## src/rtl/mps_pkg.sv

```systemverilog
package mps_pkg;

	localparam int MAX_WIDTH = 64;
	localparam int MAX_STRIDE = 8;
	localparam int SAMPLE_BITS = 16;

	localparam int WIDTH_BITS = 7;
	localparam int STRIDE_BITS = 4;
	localparam int CHANS_BITS = 11;
	localparam int CHAN_BITS = 10;
	localparam int COORD_BITS = 6;
	localparam int WIN_BITS = 3;
	localparam int REM_BITS = 4;
	localparam int MAX_CHANS = 1024;

	localparam int CFG_IDX_BITS = 2;
	localparam int CFG_DATA_BITS = 11;

	localparam logic [CFG_IDX_BITS-1:0] CFG_MAP_WIDTH = 2'd0;
	localparam logic [CFG_IDX_BITS-1:0] CFG_POOL_STRIDE = 2'd1;
	localparam logic [CFG_IDX_BITS-1:0] CFG_CHANNEL_COUNT = 2'd2;

	localparam logic [WIDTH_BITS-1:0] MAP_WIDTH_RST = 7'd8;
	localparam logic [STRIDE_BITS-1:0] POOL_STRIDE_RST = 4'd2;
	localparam logic [CHANS_BITS-1:0] CHANNEL_COUNT_RST = 11'd1;

	localparam int CMD_DEPTH = 4;
	localparam int RES_DEPTH = 4;
	localparam int RES_CNT_BITS = $clog2(RES_DEPTH + 1);

	typedef struct packed {
		logic signed [SAMPLE_BITS-1:0] sample;
		logic first_col;
		logic col_end;
		logic first_row;
		logic row_end;
		logic [COORD_BITS-1:0] slot;
		logic [COORD_BITS-1:0] out_row;
		logic [CHAN_BITS-1:0] chan;
		logic last_ch;
		logic last_fr;
		logic bad;
	} cmd_t;

	typedef struct packed {
		logic signed [SAMPLE_BITS-1:0] pooled;
		logic [CHAN_BITS-1:0] chan;
		logic [COORD_BITS-1:0] out_row;
		logic [COORD_BITS-1:0] out_col;
		logic last_ch;
		logic last_fr;
		logic bad;
	} res_t;

endpackage

```

## src/rtl/mps_fifo.sv

```systemverilog
module mps_fifo #(
	parameter int WIDTH = 8,
	parameter int DEPTH = 4
) (
	input  logic                       clk,
	input  logic                       arst_n,
	input  logic                       push,
	input  logic [WIDTH-1:0]           din,
	input  logic                       pop,
	output logic [WIDTH-1:0]           dout,
	output logic                       full,
	output logic                       empty,
	output logic [$clog2(DEPTH+1)-1:0] count
);

	localparam int PTR_BITS = (DEPTH > 1) ? $clog2(DEPTH) : 1;
	localparam int CNT_BITS = $clog2(DEPTH + 1);

	logic [WIDTH-1:0] store_q [DEPTH];
	logic [PTR_BITS-1:0] wptr_q;
	logic [PTR_BITS-1:0] rptr_q;
	logic [CNT_BITS-1:0] count_q;
	logic do_push;
	logic do_pop;

	assign full = (count_q == CNT_BITS'(DEPTH));
	assign empty = (count_q == '0);
	assign count = count_q;
	assign dout = store_q[rptr_q];
	assign do_push = push && !full;
	assign do_pop = pop && !empty;

	always_ff @(posedge clk) begin
		if (do_push) begin
			store_q[wptr_q] <= din;
		end
	end

	always_ff @(posedge clk or negedge arst_n) begin
		if (!arst_n) begin
			wptr_q <= '0;
			rptr_q <= '0;
			count_q <= '0;
		end else begin
			if (do_push) begin
				wptr_q <= (wptr_q == PTR_BITS'(DEPTH - 1)) ? '0 : wptr_q + 1'b1;
			end
			if (do_pop) begin
				rptr_q <= (rptr_q == PTR_BITS'(DEPTH - 1)) ? '0 : rptr_q + 1'b1;
			end
			if (do_push && !do_pop) begin
				count_q <= count_q + 1'b1;
			end else if (do_pop && !do_push) begin
				count_q <= count_q - 1'b1;
			end
		end
	end

endmodule

```

## src/rtl/mps_front.sv

```systemverilog
module mps_front (
	input  logic                                   clk,
	input  logic                                   arst_n,
	input  logic                                   push,
	input  logic signed [mps_pkg::SAMPLE_BITS-1:0] sample,
	output logic                                   full,
	input  logic                                   cfg_valid,
	output logic                                   cfg_ready,
	input  logic [mps_pkg::CFG_IDX_BITS-1:0]       cfg_index,
	input  logic [mps_pkg::CFG_DATA_BITS-1:0]      cfg_data,
	input  logic                                   cmd_full,
	output logic                                   cmd_push,
	output mps_pkg::cmd_t                          cmd
);

	localparam int WB = mps_pkg::WIDTH_BITS;
	localparam int SB = mps_pkg::STRIDE_BITS;
	localparam int NB = mps_pkg::CHANS_BITS;
	localparam int CB = mps_pkg::COORD_BITS;
	localparam int KB = mps_pkg::WIN_BITS;
	localparam int HB = mps_pkg::CHAN_BITS;
	localparam int RB = mps_pkg::REM_BITS;

	logic [WB-1:0] map_width_q;
	logic [SB-1:0] pool_stride_q;
	logic [NB-1:0] channel_count_q;

	logic [WB-1:0] width_n;
	logic [SB-1:0] stride_n;
	logic [NB-1:0] chans_n;
	logic cfg_hit;

	// remainder check of map width by stride, one bit a cycle
	logic busy_q;
	logic rem_bad_q;
	logic [WB-1:0] wsh_q;
	logic [RB-1:0] rem_q;
	logic [KB-1:0] step_q;
	logic [RB:0] rem_sh;
	logic [RB:0] rem_n;

	logic [CB-1:0] in_col_q;
	logic [CB-1:0] in_row_q;
	logic [KB-1:0] col_win_q;
	logic [KB-1:0] row_win_q;
	logic [CB-1:0] out_col_q;
	logic [CB-1:0] out_row_q;
	logic [HB-1:0] chan_q;

	logic range_bad;
	logic bad_now;
	logic accept;
	logic col_end;
	logic row_end;
	logic col_last;
	logic row_last;
	logic chan_last;
	logic [NB-1:0] chans_eff;

	function automatic logic [KB:0] stride_bits(input logic [SB-1:0] s);
		stride_bits = s[KB:0];
	endfunction

	assign cfg_ready = 1'b1;

	always_comb begin
		width_n = map_width_q;
		stride_n = pool_stride_q;
		chans_n = channel_count_q;
		cfg_hit = 1'b0;
		if (cfg_valid) begin
			unique case (cfg_index)
				mps_pkg::CFG_MAP_WIDTH: begin
					width_n = cfg_data[WB-1:0];
					cfg_hit = 1'b1;
				end
				mps_pkg::CFG_POOL_STRIDE: begin
					stride_n = cfg_data[SB-1:0];
					cfg_hit = 1'b1;
				end
				mps_pkg::CFG_CHANNEL_COUNT: begin
					chans_n = cfg_data[NB-1:0];
					cfg_hit = 1'b1;
				end
				default: begin
					cfg_hit = 1'b0;
				end
			endcase
		end
	end

	assign rem_sh = {rem_q, wsh_q[WB-1]};
	assign rem_n = (rem_sh >= {1'b0, pool_stride_q}) ? rem_sh - {1'b0, pool_stride_q} : rem_sh;

	always_ff @(posedge clk or negedge arst_n) begin
		if (!arst_n) begin
			map_width_q <= mps_pkg::MAP_WIDTH_RST;
			pool_stride_q <= mps_pkg::POOL_STRIDE_RST;
			channel_count_q <= mps_pkg::CHANNEL_COUNT_RST;
			busy_q <= 1'b0;
			rem_bad_q <= 1'b0;
			wsh_q <= '0;
			rem_q <= '0;
			step_q <= '0;
		end else if (cfg_hit) begin
			map_width_q <= width_n;
			pool_stride_q <= stride_n;
			channel_count_q <= chans_n;
			busy_q <= 1'b1;
			wsh_q <= width_n;
			rem_q <= '0;
			step_q <= KB'(WB - 1);
		end else if (busy_q) begin
			wsh_q <= {wsh_q[WB-2:0], 1'b0};
			rem_q <= rem_n[RB-1:0];
			step_q <= step_q - 1'b1;
			if (step_q == '0) begin
				busy_q <= 1'b0;
				rem_bad_q <= (rem_n[RB-1:0] != '0);
			end
		end
	end

	assign range_bad = (map_width_q == '0) || (map_width_q > WB'(mps_pkg::MAX_WIDTH))
		|| (pool_stride_q == '0) || (pool_stride_q > SB'(mps_pkg::MAX_STRIDE));
	assign bad_now = range_bad || rem_bad_q;

	assign full = cmd_full || busy_q;
	assign accept = push && !full;
	assign cmd_push = accept;

	always_comb begin
		if (channel_count_q == '0) begin
			chans_eff = NB'(1);
		end else if (channel_count_q > NB'(mps_pkg::MAX_CHANS)) begin
			chans_eff = NB'(mps_pkg::MAX_CHANS);
		end else begin
			chans_eff = channel_count_q;
		end
	end

	assign col_end = ({1'b0, col_win_q} + 1'b1) >= stride_bits(pool_stride_q);
	assign row_end = ({1'b0, row_win_q} + 1'b1) >= stride_bits(pool_stride_q);
	assign col_last = ({1'b0, in_col_q} + 1'b1) >= map_width_q;
	assign row_last = ({1'b0, in_row_q} + 1'b1) >= map_width_q;
	assign chan_last = ({1'b0, chan_q} + 1'b1) >= chans_eff;

	always_comb begin
		cmd.sample = sample;
		cmd.first_col = (col_win_q == '0);
		cmd.col_end = col_end;
		cmd.first_row = (row_win_q == '0);
		cmd.row_end = row_end;
		cmd.slot = out_col_q;
		cmd.out_row = out_row_q;
		cmd.chan = chan_q;
		cmd.last_ch = row_last && col_last;
		cmd.last_fr = row_last && col_last && chan_last;
		cmd.bad = bad_now;
	end

	always_ff @(posedge clk or negedge arst_n) begin
		if (!arst_n) begin
			in_col_q <= '0;
			in_row_q <= '0;
			col_win_q <= '0;
			row_win_q <= '0;
			out_col_q <= '0;
			out_row_q <= '0;
			chan_q <= '0;
		end else if (cfg_hit) begin
			in_col_q <= '0;
			in_row_q <= '0;
			col_win_q <= '0;
			row_win_q <= '0;
			out_col_q <= '0;
			out_row_q <= '0;
			chan_q <= '0;
		end else if (accept && !bad_now) begin
			if (col_last) begin
				in_col_q <= '0;
				col_win_q <= '0;
				out_col_q <= '0;
				if (row_last) begin
					in_row_q <= '0;
					row_win_q <= '0;
					out_row_q <= '0;
					chan_q <= chan_last ? '0 : chan_q + 1'b1;
				end else begin
					in_row_q <= in_row_q + 1'b1;
					if (row_end) begin
						row_win_q <= '0;
						out_row_q <= out_row_q + 1'b1;
					end else begin
						row_win_q <= row_win_q + 1'b1;
					end
				end
			end else begin
				in_col_q <= in_col_q + 1'b1;
				if (col_end) begin
					col_win_q <= '0;
					out_col_q <= out_col_q + 1'b1;
				end else begin
					col_win_q <= col_win_q + 1'b1;
				end
			end
		end
	end

endmodule

```

## src/rtl/mps_back.sv

```systemverilog
module mps_back (
	input  logic                                clk,
	input  logic                                arst_n,
	input  mps_pkg::cmd_t                       cmd,
	input  logic                                cmd_empty,
	output logic                                cmd_pop,
	input  logic [mps_pkg::RES_CNT_BITS-1:0]    res_count,
	output logic                                res_push,
	output mps_pkg::res_t                       res
);

	localparam int DB = mps_pkg::SAMPLE_BITS;
	localparam int CB = mps_pkg::COORD_BITS;
	localparam int NB = mps_pkg::RES_CNT_BITS;

	logic signed [DB-1:0] colmax_mem_q [mps_pkg::MAX_WIDTH];
	logic signed [DB-1:0] run_q;
	logic signed [DB-1:0] run_n;

	logic valid_s1;
	mps_pkg::cmd_t cmd_s1;
	logic signed [DB-1:0] run_s1;
	logic signed [DB-1:0] rd_s1;

	logic [NB:0] used;
	logic wr_en;
	logic [CB-1:0] wr_slot;
	logic signed [DB-1:0] colmax;

	// reserve result room for the item already in flight
	assign used = {1'b0, res_count} + {{NB{1'b0}}, valid_s1};
	assign cmd_pop = !cmd_empty && (used < (NB + 1)'(mps_pkg::RES_DEPTH));

	assign run_n = (cmd.first_col || (cmd.sample > run_q)) ? cmd.sample : run_q;

	assign colmax = (cmd_s1.first_row || (run_s1 > rd_s1)) ? run_s1 : rd_s1;
	assign wr_en = valid_s1 && !cmd_s1.bad && cmd_s1.col_end;
	assign wr_slot = cmd_s1.slot;

	always_ff @(posedge clk) begin
		if (wr_en) begin
			colmax_mem_q[wr_slot] <= colmax;
		end
		if (cmd_pop) begin
			cmd_s1 <= cmd;
			run_s1 <= run_n;
			rd_s1 <= (wr_en && (wr_slot == cmd.slot)) ? colmax : colmax_mem_q[cmd.slot];
		end
	end

	always_ff @(posedge clk or negedge arst_n) begin
		if (!arst_n) begin
			valid_s1 <= 1'b0;
			run_q <= '0;
		end else begin
			valid_s1 <= cmd_pop;
			if (cmd_pop && !cmd.bad) begin
				run_q <= run_n;
			end
		end
	end

	assign res_push = valid_s1 && (cmd_s1.bad || (cmd_s1.col_end && cmd_s1.row_end));

	always_comb begin
		if (cmd_s1.bad) begin
			res = '0;
			res.bad = 1'b1;
		end else begin
			res.pooled = colmax;
			res.chan = cmd_s1.chan;
			res.out_row = cmd_s1.out_row;
			res.out_col = cmd_s1.slot;
			res.last_ch = cmd_s1.last_ch;
			res.last_fr = cmd_s1.last_fr;
			res.bad = 1'b0;
		end
	end

endmodule

```

## src/rtl/max_pool_2d_stream.sv

```systemverilog
// Streaming 2-D max pooling over square feature maps with non-overlapping windows.
// Samples (signed Q8.8) come in raster order, one map per channel and channels back to
// back; each result is the maximum of one pool_stride x pool_stride window, tagged with
// channel, output row and column and with end-of-channel and end-of-frame marks. The
// block takes one sample per clock while full is low and gives at most one result per
// clock; a result passes through the command queue, the back stage register and the
// result queue on its way to the result ports. Any register write sets the stream back
// to the start of a frame and then runs a check of map width against stride, one bit
// per cycle, during which full stays high; a write to an unused index does nothing. A
// map width that is zero, over 64, or not a multiple of the stride (or a stride of zero
// or over 8) yields one result per sample with bad_config set and all else zero.
// Registers: 0 map_width (reset 8), 1 pool_stride (reset 2), 2 channel_count (reset 1;
// zero acts as one, above 1024 as 1024).
module max_pool_2d_stream (
	input  logic                                   clk,
	input  logic                                   arst_n,
	input  logic                                   push,
	output logic                                   full,
	input  logic signed [mps_pkg::SAMPLE_BITS-1:0] sample,
	output logic                                   empty,
	input  logic                                   pop,
	output logic signed [mps_pkg::SAMPLE_BITS-1:0] pooled,
	output logic [mps_pkg::CHAN_BITS-1:0]          chan_index,
	output logic [mps_pkg::COORD_BITS-1:0]         out_row,
	output logic [mps_pkg::COORD_BITS-1:0]         out_col,
	output logic                                   last_of_channel,
	output logic                                   last_of_frame,
	output logic                                   bad_config,
	input  logic                                   cfg_valid,
	output logic                                   cfg_ready,
	input  logic [mps_pkg::CFG_IDX_BITS-1:0]       cfg_index,
	input  logic [mps_pkg::CFG_DATA_BITS-1:0]      cfg_data
);

	localparam int CMD_W = $bits(mps_pkg::cmd_t);
	localparam int RES_W = $bits(mps_pkg::res_t);

	mps_pkg::cmd_t front_cmd;
	mps_pkg::cmd_t queue_cmd;
	logic cmd_push;
	logic cmd_full;
	logic cmd_empty;
	logic cmd_pop;

	mps_pkg::res_t back_res;
	mps_pkg::res_t head_res;
	logic res_push;
	logic [mps_pkg::RES_CNT_BITS-1:0] res_count;

	// Front: configuration, position counters, window classification.
	mps_front u_front (
		.clk       (clk),
		.arst_n    (arst_n),
		.push      (push),
		.sample    (sample),
		.full      (full),
		.cfg_valid (cfg_valid),
		.cfg_ready (cfg_ready),
		.cfg_index (cfg_index),
		.cfg_data  (cfg_data),
		.cmd_full  (cmd_full),
		.cmd_push  (cmd_push),
		.cmd       (front_cmd)
	);

	// Short queue of classified items between front and back.
	mps_fifo #(
		.WIDTH (CMD_W),
		.DEPTH (mps_pkg::CMD_DEPTH)
	) u_cmd_q (
		.clk    (clk),
		.arst_n (arst_n),
		.push   (cmd_push),
		.din    (front_cmd),
		.pop    (cmd_pop),
		.dout   (queue_cmd),
		.full   (cmd_full),
		.empty  (cmd_empty),
		.count  ()
	);

	// Back: running row max, per-column partial max memory, result build.
	mps_back u_back (
		.clk       (clk),
		.arst_n    (arst_n),
		.cmd       (queue_cmd),
		.cmd_empty (cmd_empty),
		.cmd_pop   (cmd_pop),
		.res_count (res_count),
		.res_push  (res_push),
		.res       (back_res)
	);

	// Result queue: hold finished items until the consumer pops them.
	mps_fifo #(
		.WIDTH (RES_W),
		.DEPTH (mps_pkg::RES_DEPTH)
	) u_res_q (
		.clk    (clk),
		.arst_n (arst_n),
		.push   (res_push),
		.din    (back_res),
		.pop    (pop),
		.dout   (head_res),
		.full   (),
		.empty  (empty),
		.count  (res_count)
	);

	assign pooled = head_res.pooled;
	assign chan_index = head_res.chan;
	assign out_row = head_res.out_row;
	assign out_col = head_res.out_col;
	assign last_of_channel = head_res.last_ch;
	assign last_of_frame = head_res.last_fr;
	assign bad_config = head_res.bad;

endmodule
```

## config.mk

```make
export PLATFORM = sky130hd
export DESIGN_NAME = max_pool_2d_stream
export DESIGN_NICKNAME = d
export VERILOG_FILES = /design/src/rtl/mps_pkg.sv /design/src/rtl/mps_fifo.sv /design/src/rtl/mps_front.sv /design/src/rtl/mps_back.sv /design/src/rtl/max_pool_2d_stream.sv
export SDC_FILE = /design/constraint.sdc
export NUM_CORES = 2
export LEC_CHECK = 0
export BUFFER_PORTS_ARGS = -buffer_cell sky130_fd_sc_hd__buf_2
export CELL_PAD_IN_SITES_DETAIL_PLACEMENT = 0
export CELL_PAD_IN_SITES_GLOBAL_PLACEMENT = 2
export CORE_ASPECT_RATIO = 0.6
export CORE_MARGIN = 1
export CORE_UTILIZATION = 50
export DETAILED_ROUTE_END_ITERATION = 7
export GPL_TIMING_DRIVEN = 1
export PLACE_DENSITY_LB_ADDON = 0.25
export SLEW_MARGIN = 15
export SYNTH_ARGS = -nofsm -noshare
export SYNTH_HDL_FRONTEND = slang
export SYNTH_SLANG_ARGS = --single-unit
```

## constraint.sdc

```tcl
create_clock -name clk -period 10.8 [get_ports clk]
set_input_delay 1.08 -clock clk [delete_from_list [all_inputs] [get_ports clk]]
set_output_delay 1.08 -clock clk [all_outputs]
set_load 0.1 [all_outputs]
```

==> After elaboration in Yosys (flattened, before gate mapping) <==
Memories as Yosys holds them, arrays and structs flattened. A register that Yosys moved wholly into a read port is not among the register bits.
Index checks and enable logic that the tools add are counted.
{ "word_totals": {"word_cells": 207, "reg_bits": 153, "mem_bits_rw": 1368, "output_inout_bits": 44, "inputBits": 34, "n_memories": 3} }
{ "classes": {"n_addsub": 23, "reduce_logical": 64, "n_eq_ne": 8, "n_bitwise": 1, "n_lt_le_gt_ge": 12, "mux": 63} }
{ "memory_table": {"columns": ["memory", "words", "width", "read_ports", "rd_ports_with_merged_regs", "write_ports", "line", "text"], "rows": [
  ["u_back.colmax_mem_q", 64, 16, 1, 1, 1, "mps_back.sv:16", "logic signed [DB-1:0] colmax_mem_q [mps_pkg::MAX_WIDTH];"],
  ["u_cmd_q.store_q", 4, 45, 1, 0, 1, "mps_fifo.sv:19", "logic [WIDTH-1:0] store_q [DEPTH];"],
  ["u_res_q.store_q", 4, 41, 1, 0, 1, "mps_fifo.sv:19", null]
]} }
{ "op_table": {"columns": ["operator", "n"], "rows": [
  ["$mux 6", 16],
  ["$mux 10", 5],
  ["$mux 3", 15],
  ["$mux 41", 1],
  ["$gt 16x16->1", 2],
  ["$mux 16", 2],
  ["$mux 7", 4],
  ["$add 6x1->6 const B", 4],
  ["$mux 11", 2],
  ["$logic_and 1x1->1", 18],
  ["$logic_not 3->1", 5],
  ["$reduce_and 3->1", 5],
  ["$add 6x1->7 const B", 2],
  ["$ge 7x7->1", 2],
  ["$add 3x1->3 const B", 4],
  ["$logic_not 1->1", 12],
  ["$mux 4", 3],
  ["$reduce_bool 2->1", 6],
  ["$add 10x1->11 const B", 1],
  ["$ge 11x11->1", 1],
  ["$gt 11x11->1 const B", 1],
  ["$logic_not 11->1", 1],
  ["$mux 1", 11],
  ["$add 10x1->10 const B", 1],
  ["other kinds (23)", 47]
]} }

==> Depth between registers and ports, before layout <==
{ "depth": {"depth_word": 9, "depth_mapped": 15, "ltp_nobuf": 13} }

==> By module <==
A second synthesis with hierarchy kept.
{ "unflattened": {"hier_cells": 3270, "area_unflattened_um2": 62590.0} }
{ "modules_own_cells": {"columns": ["module", "seq_area_each_um2", "n_inst", "cells_each", "area_each_um2"], "rows": [
  ["mps_back", 32976.6, 1, 2225, 44233.7],
  ["mps_fifo (u_cmd_q)", 5580.4, 1, 272, 6952.9],
  ["mps_fifo (u_res_q)", 5099.9, 1, 252, 6384.9],
  ["mps_front", 1955.6, 1, 521, 5018.6]
]} }

==> Worst setup path after synthesis <==
OpenSTA, ideal clock, no wires.
{ "synth_timing": {"kind": "flip-flop to flip-flop", "startpoint": "reg u_back.valid_s1", "endpoint": "reg u_back.run_q[10]", "n_path_buf": 1, "required_ps": 10675, "path_stages_with_launch": 6, "synth_period_minus_slack_ps": 7346, "slack_ps": 3454, "setup_time_ps": 125, "arrival_time_ps": 7221, "path_cell_list": "dfrtp_1 a311oi_1 inv_1 a211oi_2 buf_2 mux2_2"} }
{ "synth_between": {"elab_chain_cells": 4} }
{ "synth_lines": {"columns": ["element", "line", "text"], "rows": [
  ["start: declaration", "mps_back.sv:20", "logic valid_s1;"],
  ["start signal: assignment", "mps_back.sv:56", "valid_s1 <= cmd_pop;"],
  ["$add 3x1->4", "mps_back.sv:31", "assign used = {1'b0, res_count} + {{NB{1'b0}}, valid_s1};"],
  ["$lt 4x3->1", "mps_back.sv:32", "assign cmd_pop = !cmd_empty && (used < (NB + 1)'(mps_pkg::RES_DEPTH));"],
  ["$logic_and 1x1->1", "mps_back.sv:32", null],
  ["net cmd_pop", "max_pool_2d_stream.sv:43", "logic cmd_pop;"],
  ["$logic_and 1x1->1", "mps_back.sv:57", "if (cmd_pop && !cmd.bad) begin"],
  ["end signal: assignment", "mps_back.sv:58", "run_q <= run_n;"],
  ["end: declaration", "mps_back.sv:17", "logic signed [DB-1:0] run_q;"]
]} }
The timed path passes the listed nets, and every way through them passes these cells.
A chain may end at the register's enable or synchronous reset.

==> Worst setup path in the final report <==
{ "layout_timing": {"startpoint": "reg u_cmd_q.rptr_q[0]", "endpoint": "reg u_back.rd_s1[1] (read register of u_back.colmax_mem_q) (data pin)"} }
{ "layout_between": {"elab_chain_cells": 1} }
{ "layout_lines": {"columns": ["element", "line", "text"], "rows": [
  ["start: declaration", "mps_fifo.sv:21", "logic [PTR_BITS-1:0] rptr_q;"],
  ["start signal: assignment", "mps_fifo.sv:49", "rptr_q <= (rptr_q == PTR_BITS'(DEPTH - 1)) ? '0 : rptr_q + 1'b1;"],
  ["$mem_v2 4x45", null, null],
  ["end: declaration", "mps_back.sv:23", "logic signed [DB-1:0] rd_s1;"]
]} }
No other way between the ends.

==> impl.org <==
** Place
- Port Buf Inserts :: 76
- Before CTS, the worst setup slack after placement is 5.90 ns.
- Post-DP HPWL :: 93800 um
- The congestion estimate from routability-driven global placement came to 0.830.

** Die
- The die covers 127000 um^2.
- From bottom edge to top edge, the die measures 276 um.
- After floorplanning, the core was sized to cover 124000 um^2.
- Initial Util :: 0.505
- 78 I/O pins were placed.
- Die width :: 459 um
- After floorplanning, the core was divided into 100 placement rows.

** STA
- The worst path needs 4.91 ns of the cycle, external delays included.
- Worst clock skew :: 0.0285 ns
- Based on the critical path, the design can be clocked at up to 204 MHz.
- Setup violations remaining at the end of the flow were counted as 0.
- Crit share post-route :: 0.455
- For the pin with the worst max-slew slack, the measured transition is 1.30 ns.
- Setup_tns :: 0 ns
- The final count of pins violating max slew was 0.
- Hold violation total from the final report :: 0
- Crit path setup slack, layout :: 5.89 ns
- Headroom to the max-slew limit came out at 0.124.
- Setup repair after global routing left no endpoint under its margin.

** Job
- Across the run, the number of max-cap violations was 0.

** Synth
- Synth Register Bits :: 1537
- Among all flip-flop cells after synthesis, the most frequent one is sky130_fd_sc_hd__edfxtp_1.
- The number of nets in the synthesized netlist is 4139.
- Number of synthesized flops with an enable pin :: 1428
- Portion of the post-synthesis area used by sequential elements :: 0.728
- After synthesis, the share of flip-flops with an asynchronous set or reset is 0.0709.
- In this run the cell area of the synthesized design comes to 62700 um^2.
- Yosys mapped the design onto 70 distinct sky130hd cell types.
- Number of warnings reported in the yosys synthesis log :: 0
- Synthesis produced a netlist whose cell count is 4010.
- Dividing the synthesized area by the synthesized cell count gives 15.6 um^2.

** Clock tree
- The clock drives 1537 sinks.
- Reg clk slew, reported paths :: 0.07 ns
- Clock tree from TritonCTS :: built
- Root buffer selected by CTS :: sky130_fd_sc_hd__clkbuf_16
- Maximum buffer depth of the clock tree :: 3
- The later pin in the worst-skew pair is clocked with a latency of 0.77 ns.
- Number of CTS-inserted buffers :: 141
- Total of hold buffers inserted after clock tree synthesis :: 0
- H-Tree Level Count :: 4
- Once the clock tree was built, the resizer swapped 0 gates to a different size.
- Buffers added to address setup during post-CTS repair amount to 0.

** Route
- Number of nets still failing antenna checks after routing :: 0
- After detailed routing, the number of vias per cell comes to 5.86.
- Detailed Route Iter0 Violations :: 4083
- DRT Wirelength :: 157000 um
- In the routed design, unresolved DRC markers number 0.
- Routed length per placed instance :: 26.5 um
- Number of iterations in the first detailed-routing pass :: 7
- The routed layout has 34800 vias.

** Global route
- Antenna violations before repair :: 8
- Entering global routing, the biggest net connects 211 pins.
- For met1 alone, demand over resource in global routing was 0.410.
- Number of global-route vias before repair :: 32700
- Wire length of the first global-routing pass :: 228000 um
- Busiest layer in global routing :: met1
- Overall routing resource usage :: 0.249
- For this run, global-route usage on met2 was measured as 0.318.
- Total grt overflow :: 0
- Met3 track demand over resource :: 0.0715

** Status
- Status :: complete, no violations

** Critical path
- STA puts the critical path data arrival time at 5.40 ns.
- For flop-to-flop paths, the worst setup slack is 5.89 ns.
- Traced cell by cell, the critical path runs through mux2_8, inv_16, buf_12, nor2b_1, a211oi_1, a211oi_1, nor2_1, nand3_1, a211oi_1, a21oi_1.
- The slowest stage of the critical path is the sky130_fd_sc_hd__a211oi_1 cell.
- Among the stages of the critical path, the cell type that occurs most often is sky130_fd_sc_hd__a211oi_1.
- Top cell family by delay on the critical path :: compound AO/OA/AOI/OAI gates
- STA classifies the critical path startpoint as a flop.
- Worst path required time :: 11.29 ns
- Crit. End Element :: flop
- The setup path with the least slack is of type reg -> reg.
- In this design, the stage delay of the slowest critical-path cell is 0.71 ns.
- Together, buffers and inverters on the worst path number 2.
- In this run the worst path has a maximum fanout of 210.

** Cells and area
- Nets@finish :: 4264
- From synthesis to final layout, the design area changed by 11.0%.
- Of the cells placed in the final design, the portion with a size suffix greater than 1 is 0.152.

** Pwr
- Dividing total power by cell area gives a power density of 302 nW/um^2.
- Total Power :: 21.0 mW
- IR analysis of the VDD net gives a maximum drop of 0.000428 V.
- Leak pwr :: 23.4 nW

** Min path
- The worst hold path belongs to the class in -> async.
[state kept, by name, indices dropped and copies added, names as in the netlist, 7 cells and up]
register and flops:
u_back.colmax_mem_q 1024, u_cmd_q.store_q 180, u_res_q.store_q 164, u_back.cmd_s1 22
u_back.rd_s1 16, u_back.run_q 16, u_back.run_s1 16, u_front.channel_count_q 11
u_front.chan_q 10, u_front.map_width_q 7, u_front.wsh_q 7
[final timing paths]
path	endpoint	startpoint	depth (start not counted)
max	u_back.rd_s1[1]	u_cmd_q.rptr_q[0]	10
min	u_res_q.rptr_q[0]	arst_n	1
max reg2reg	u_back.rd_s1[1]	u_cmd_q.rptr_q[0]	10
min reg2reg	u_front.step_q[1]	u_front.step_q[1]	2
max in group asynchronous	u_front.step_q[0]	arst_n	2
min in group clk	u_front.step_q[1]	u_front.step_q[1]	2
[placed cells by master (no fill, tap or decap), types with 29 or more instances in the layout]
| master | synthesis | final |
|---|---|---|
| sky130_fd_sc_hd__inv_1 | 87 | 71 |
| sky130_fd_sc_hd__mux2i_1 | 54 | 54 |
| sky130_fd_sc_hd__dfrtp_1 | 106 | 102 |
| sky130_fd_sc_hd__a311oi_1 | 51 | 50 |
| sky130_fd_sc_hd__clkbuf_1 | 88 | 42 |
| sky130_fd_sc_hd__nand2_1 | 457 | 456 |
| sky130_fd_sc_hd__mux4_2 | 133 | 133 |
| sky130_fd_sc_hd__buf_4 | 34 | 128 |
| sky130_fd_sc_hd__ha_1 | 92 | 92 |
| sky130_fd_sc_hd__mux2_2 | 57 | 57 |
| sky130_fd_sc_hd__a31oi_1 | 65 | 65 |
| sky130_fd_sc_hd__nor2_1 | 153 | 150 |
| sky130_fd_sc_hd__clkbuf_16 | 0 | 146 |
| sky130_fd_sc_hd__edfxtp_1 | 1428 | 1428 |
| sky130_fd_sc_hd__xor2_1 | 30 | 30 |
| sky130_fd_sc_hd__buf_2 | 83 | 75 |
| sky130_fd_sc_hd__clkinv_1 | 1 | 30 |
| sky130_fd_sc_hd__nor3_1 | 30 | 29 |
| sky130_fd_sc_hd__nor2b_1 | 247 | 247 |
| sky130_fd_sc_hd__o21ai_0 | 116 | 115 |
| sky130_fd_sc_hd__nand3_1 | 144 | 144 |
| sky130_fd_sc_hd__a21oi_1 | 75 | 75 |
| sky130_fd_sc_hd__a211oi_1 | 238 | 238 |
[worst reg2reg max path, cell delays in order (launching register included)]
cell	delay, ns
sky130_fd_sc_hd__dfrtp_4	0.68
sky130_fd_sc_hd__mux2_8	0.56
sky130_fd_sc_hd__inv_16	0.70
sky130_fd_sc_hd__buf_12	0.63
sky130_fd_sc_hd__nor2b_1	0.33
sky130_fd_sc_hd__a211oi_1	0.26
sky130_fd_sc_hd__a211oi_1	0.10
sky130_fd_sc_hd__nor2_1	0.44
sky130_fd_sc_hd__nand3_1	0.14
sky130_fd_sc_hd__a211oi_1	0.71
sky130_fd_sc_hd__a21oi_1	0.08
[synthesized netlist by cell type, types with 3 or more instances]
library cell	count	share of area
sky130_fd_sc_hd__xor2_1	30	0.0042
sky130_fd_sc_hd__o22ai_1	17	0.0017
sky130_fd_sc_hd__buf_4	34	0.0041
sky130_fd_sc_hd__o211ai_1	3	0.00036
sky130_fd_sc_hd__nand2_1	457	0.027
sky130_fd_sc_hd__dfstp_2	3	0.0013
sky130_fd_sc_hd__nor2_1	153	0.0092
sky130_fd_sc_hd__dfrtp_1	106	0.042
sky130_fd_sc_hd__a211oi_1	238	0.029
sky130_fd_sc_hd__a22oi_1	14	0.0017
sky130_fd_sc_hd__a211oi_2	12	0.0024
sky130_fd_sc_hd__clkbuf_1	88	0.0053
sky130_fd_sc_hd__a21o_1	17	0.0020
sky130_fd_sc_hd__edfxtp_1	1428	0.68
sky130_fd_sc_hd__fa_1	3	0.00096
sky130_fd_sc_hd__o21a_1	4	0.00048
sky130_fd_sc_hd__mux2i_1	54	0.0086
sky130_fd_sc_hd__nor4_1	4	0.00040
sky130_fd_sc_hd__nand3b_1	9	0.0011
sky130_fd_sc_hd__a31oi_1	65	0.0065
sky130_fd_sc_hd__and2_1	12	0.0012
sky130_fd_sc_hd__nand2b_1	13	0.0013
sky130_fd_sc_hd__buf_6	10	0.0018
sky130_fd_sc_hd__buf_1	9	0.00054
sky130_fd_sc_hd__and3_1	19	0.0019
sky130_fd_sc_hd__buf_2	83	0.0066
sky130_fd_sc_hd__o21ai_1	3	0.00024
sky130_fd_sc_hd__inv_1	87	0.0052
sky130_fd_sc_hd__o21ai_0	116	0.0093
sky130_fd_sc_hd__a311oi_1	51	0.0071
sky130_fd_sc_hd__a21oi_1	75	0.0060
sky130_fd_sc_hd__nand4_1	25	0.0025
sky130_fd_sc_hd__a32o_1	4	0.00064
sky130_fd_sc_hd__xnor2_1	18	0.0025
sky130_fd_sc_hd__or3_1	4	0.00040
sky130_fd_sc_hd__nand3_1	144	0.011
sky130_fd_sc_hd__ha_1	92	0.018
sky130_fd_sc_hd__mux4_2	133	0.048
sky130_fd_sc_hd__nor2b_1	247	0.025
sky130_fd_sc_hd__mux2_2	57	0.010
sky130_fd_sc_hd__nor3_1	30	0.0024
[cell type report]
class | count | area [um^2]
flip-flops and latches | 1537 | 45600
fillers | 9774 | 54600
repair buffers | 208 | 1440
diodes | 3 | 7.51
clock inverters | 63 | 551
inverters | 91 | 368
clock buffers | 192 | 3870
multi-input cells | 2156 | 15600
well taps | 1683 | 2110
[layer usage]
metal	up-vias	wire, um
li1	15600	-
met1	17700	74800
met2	1338	62200
met3	189	17100
met4	2	2800
met5	-	13
[report_power, final]
group | leakage [nW] | switching (mW) | internal [mW]
clock | 2.15 | 2.19 | 2.67
combinational | 7.01 | 5.52 | 1.87
sequential | 14.2 | 0.357 | 8.37
[through the flow]
stage,util,instance area (um^2),instances,hold WS [ns]
2_1_floorplan,-,62700,4010,0.467
3_3_place_gp,0.525,65100,5674,0.487
3_5_place_dp,0.525,65100,5674,0.491
4_1_cts,0.560,69500,5929,0.286
5_1_grt,0.560,69600,5931,0.329
6_report,0.560,69600,5933,0.309
[cell families after synthesis]
logic type | after synthesis | synth area share
flip-flops | 1537 | 0.728
AND/OR/NAND/NOR | 1132 | 0.0858
AO/OA/AOI/OAI | 634 | 0.0691
buffers and inverters | 317 | 0.0242
multiplexers | 246 | 0.0671
adder cells (fa/ha/maj) | 95 | 0.0193
XOR/XNOR | 48 | 0.00671
other | 1 | 0.0000598
Note: power is estimated with default switching activity, not from simulation.
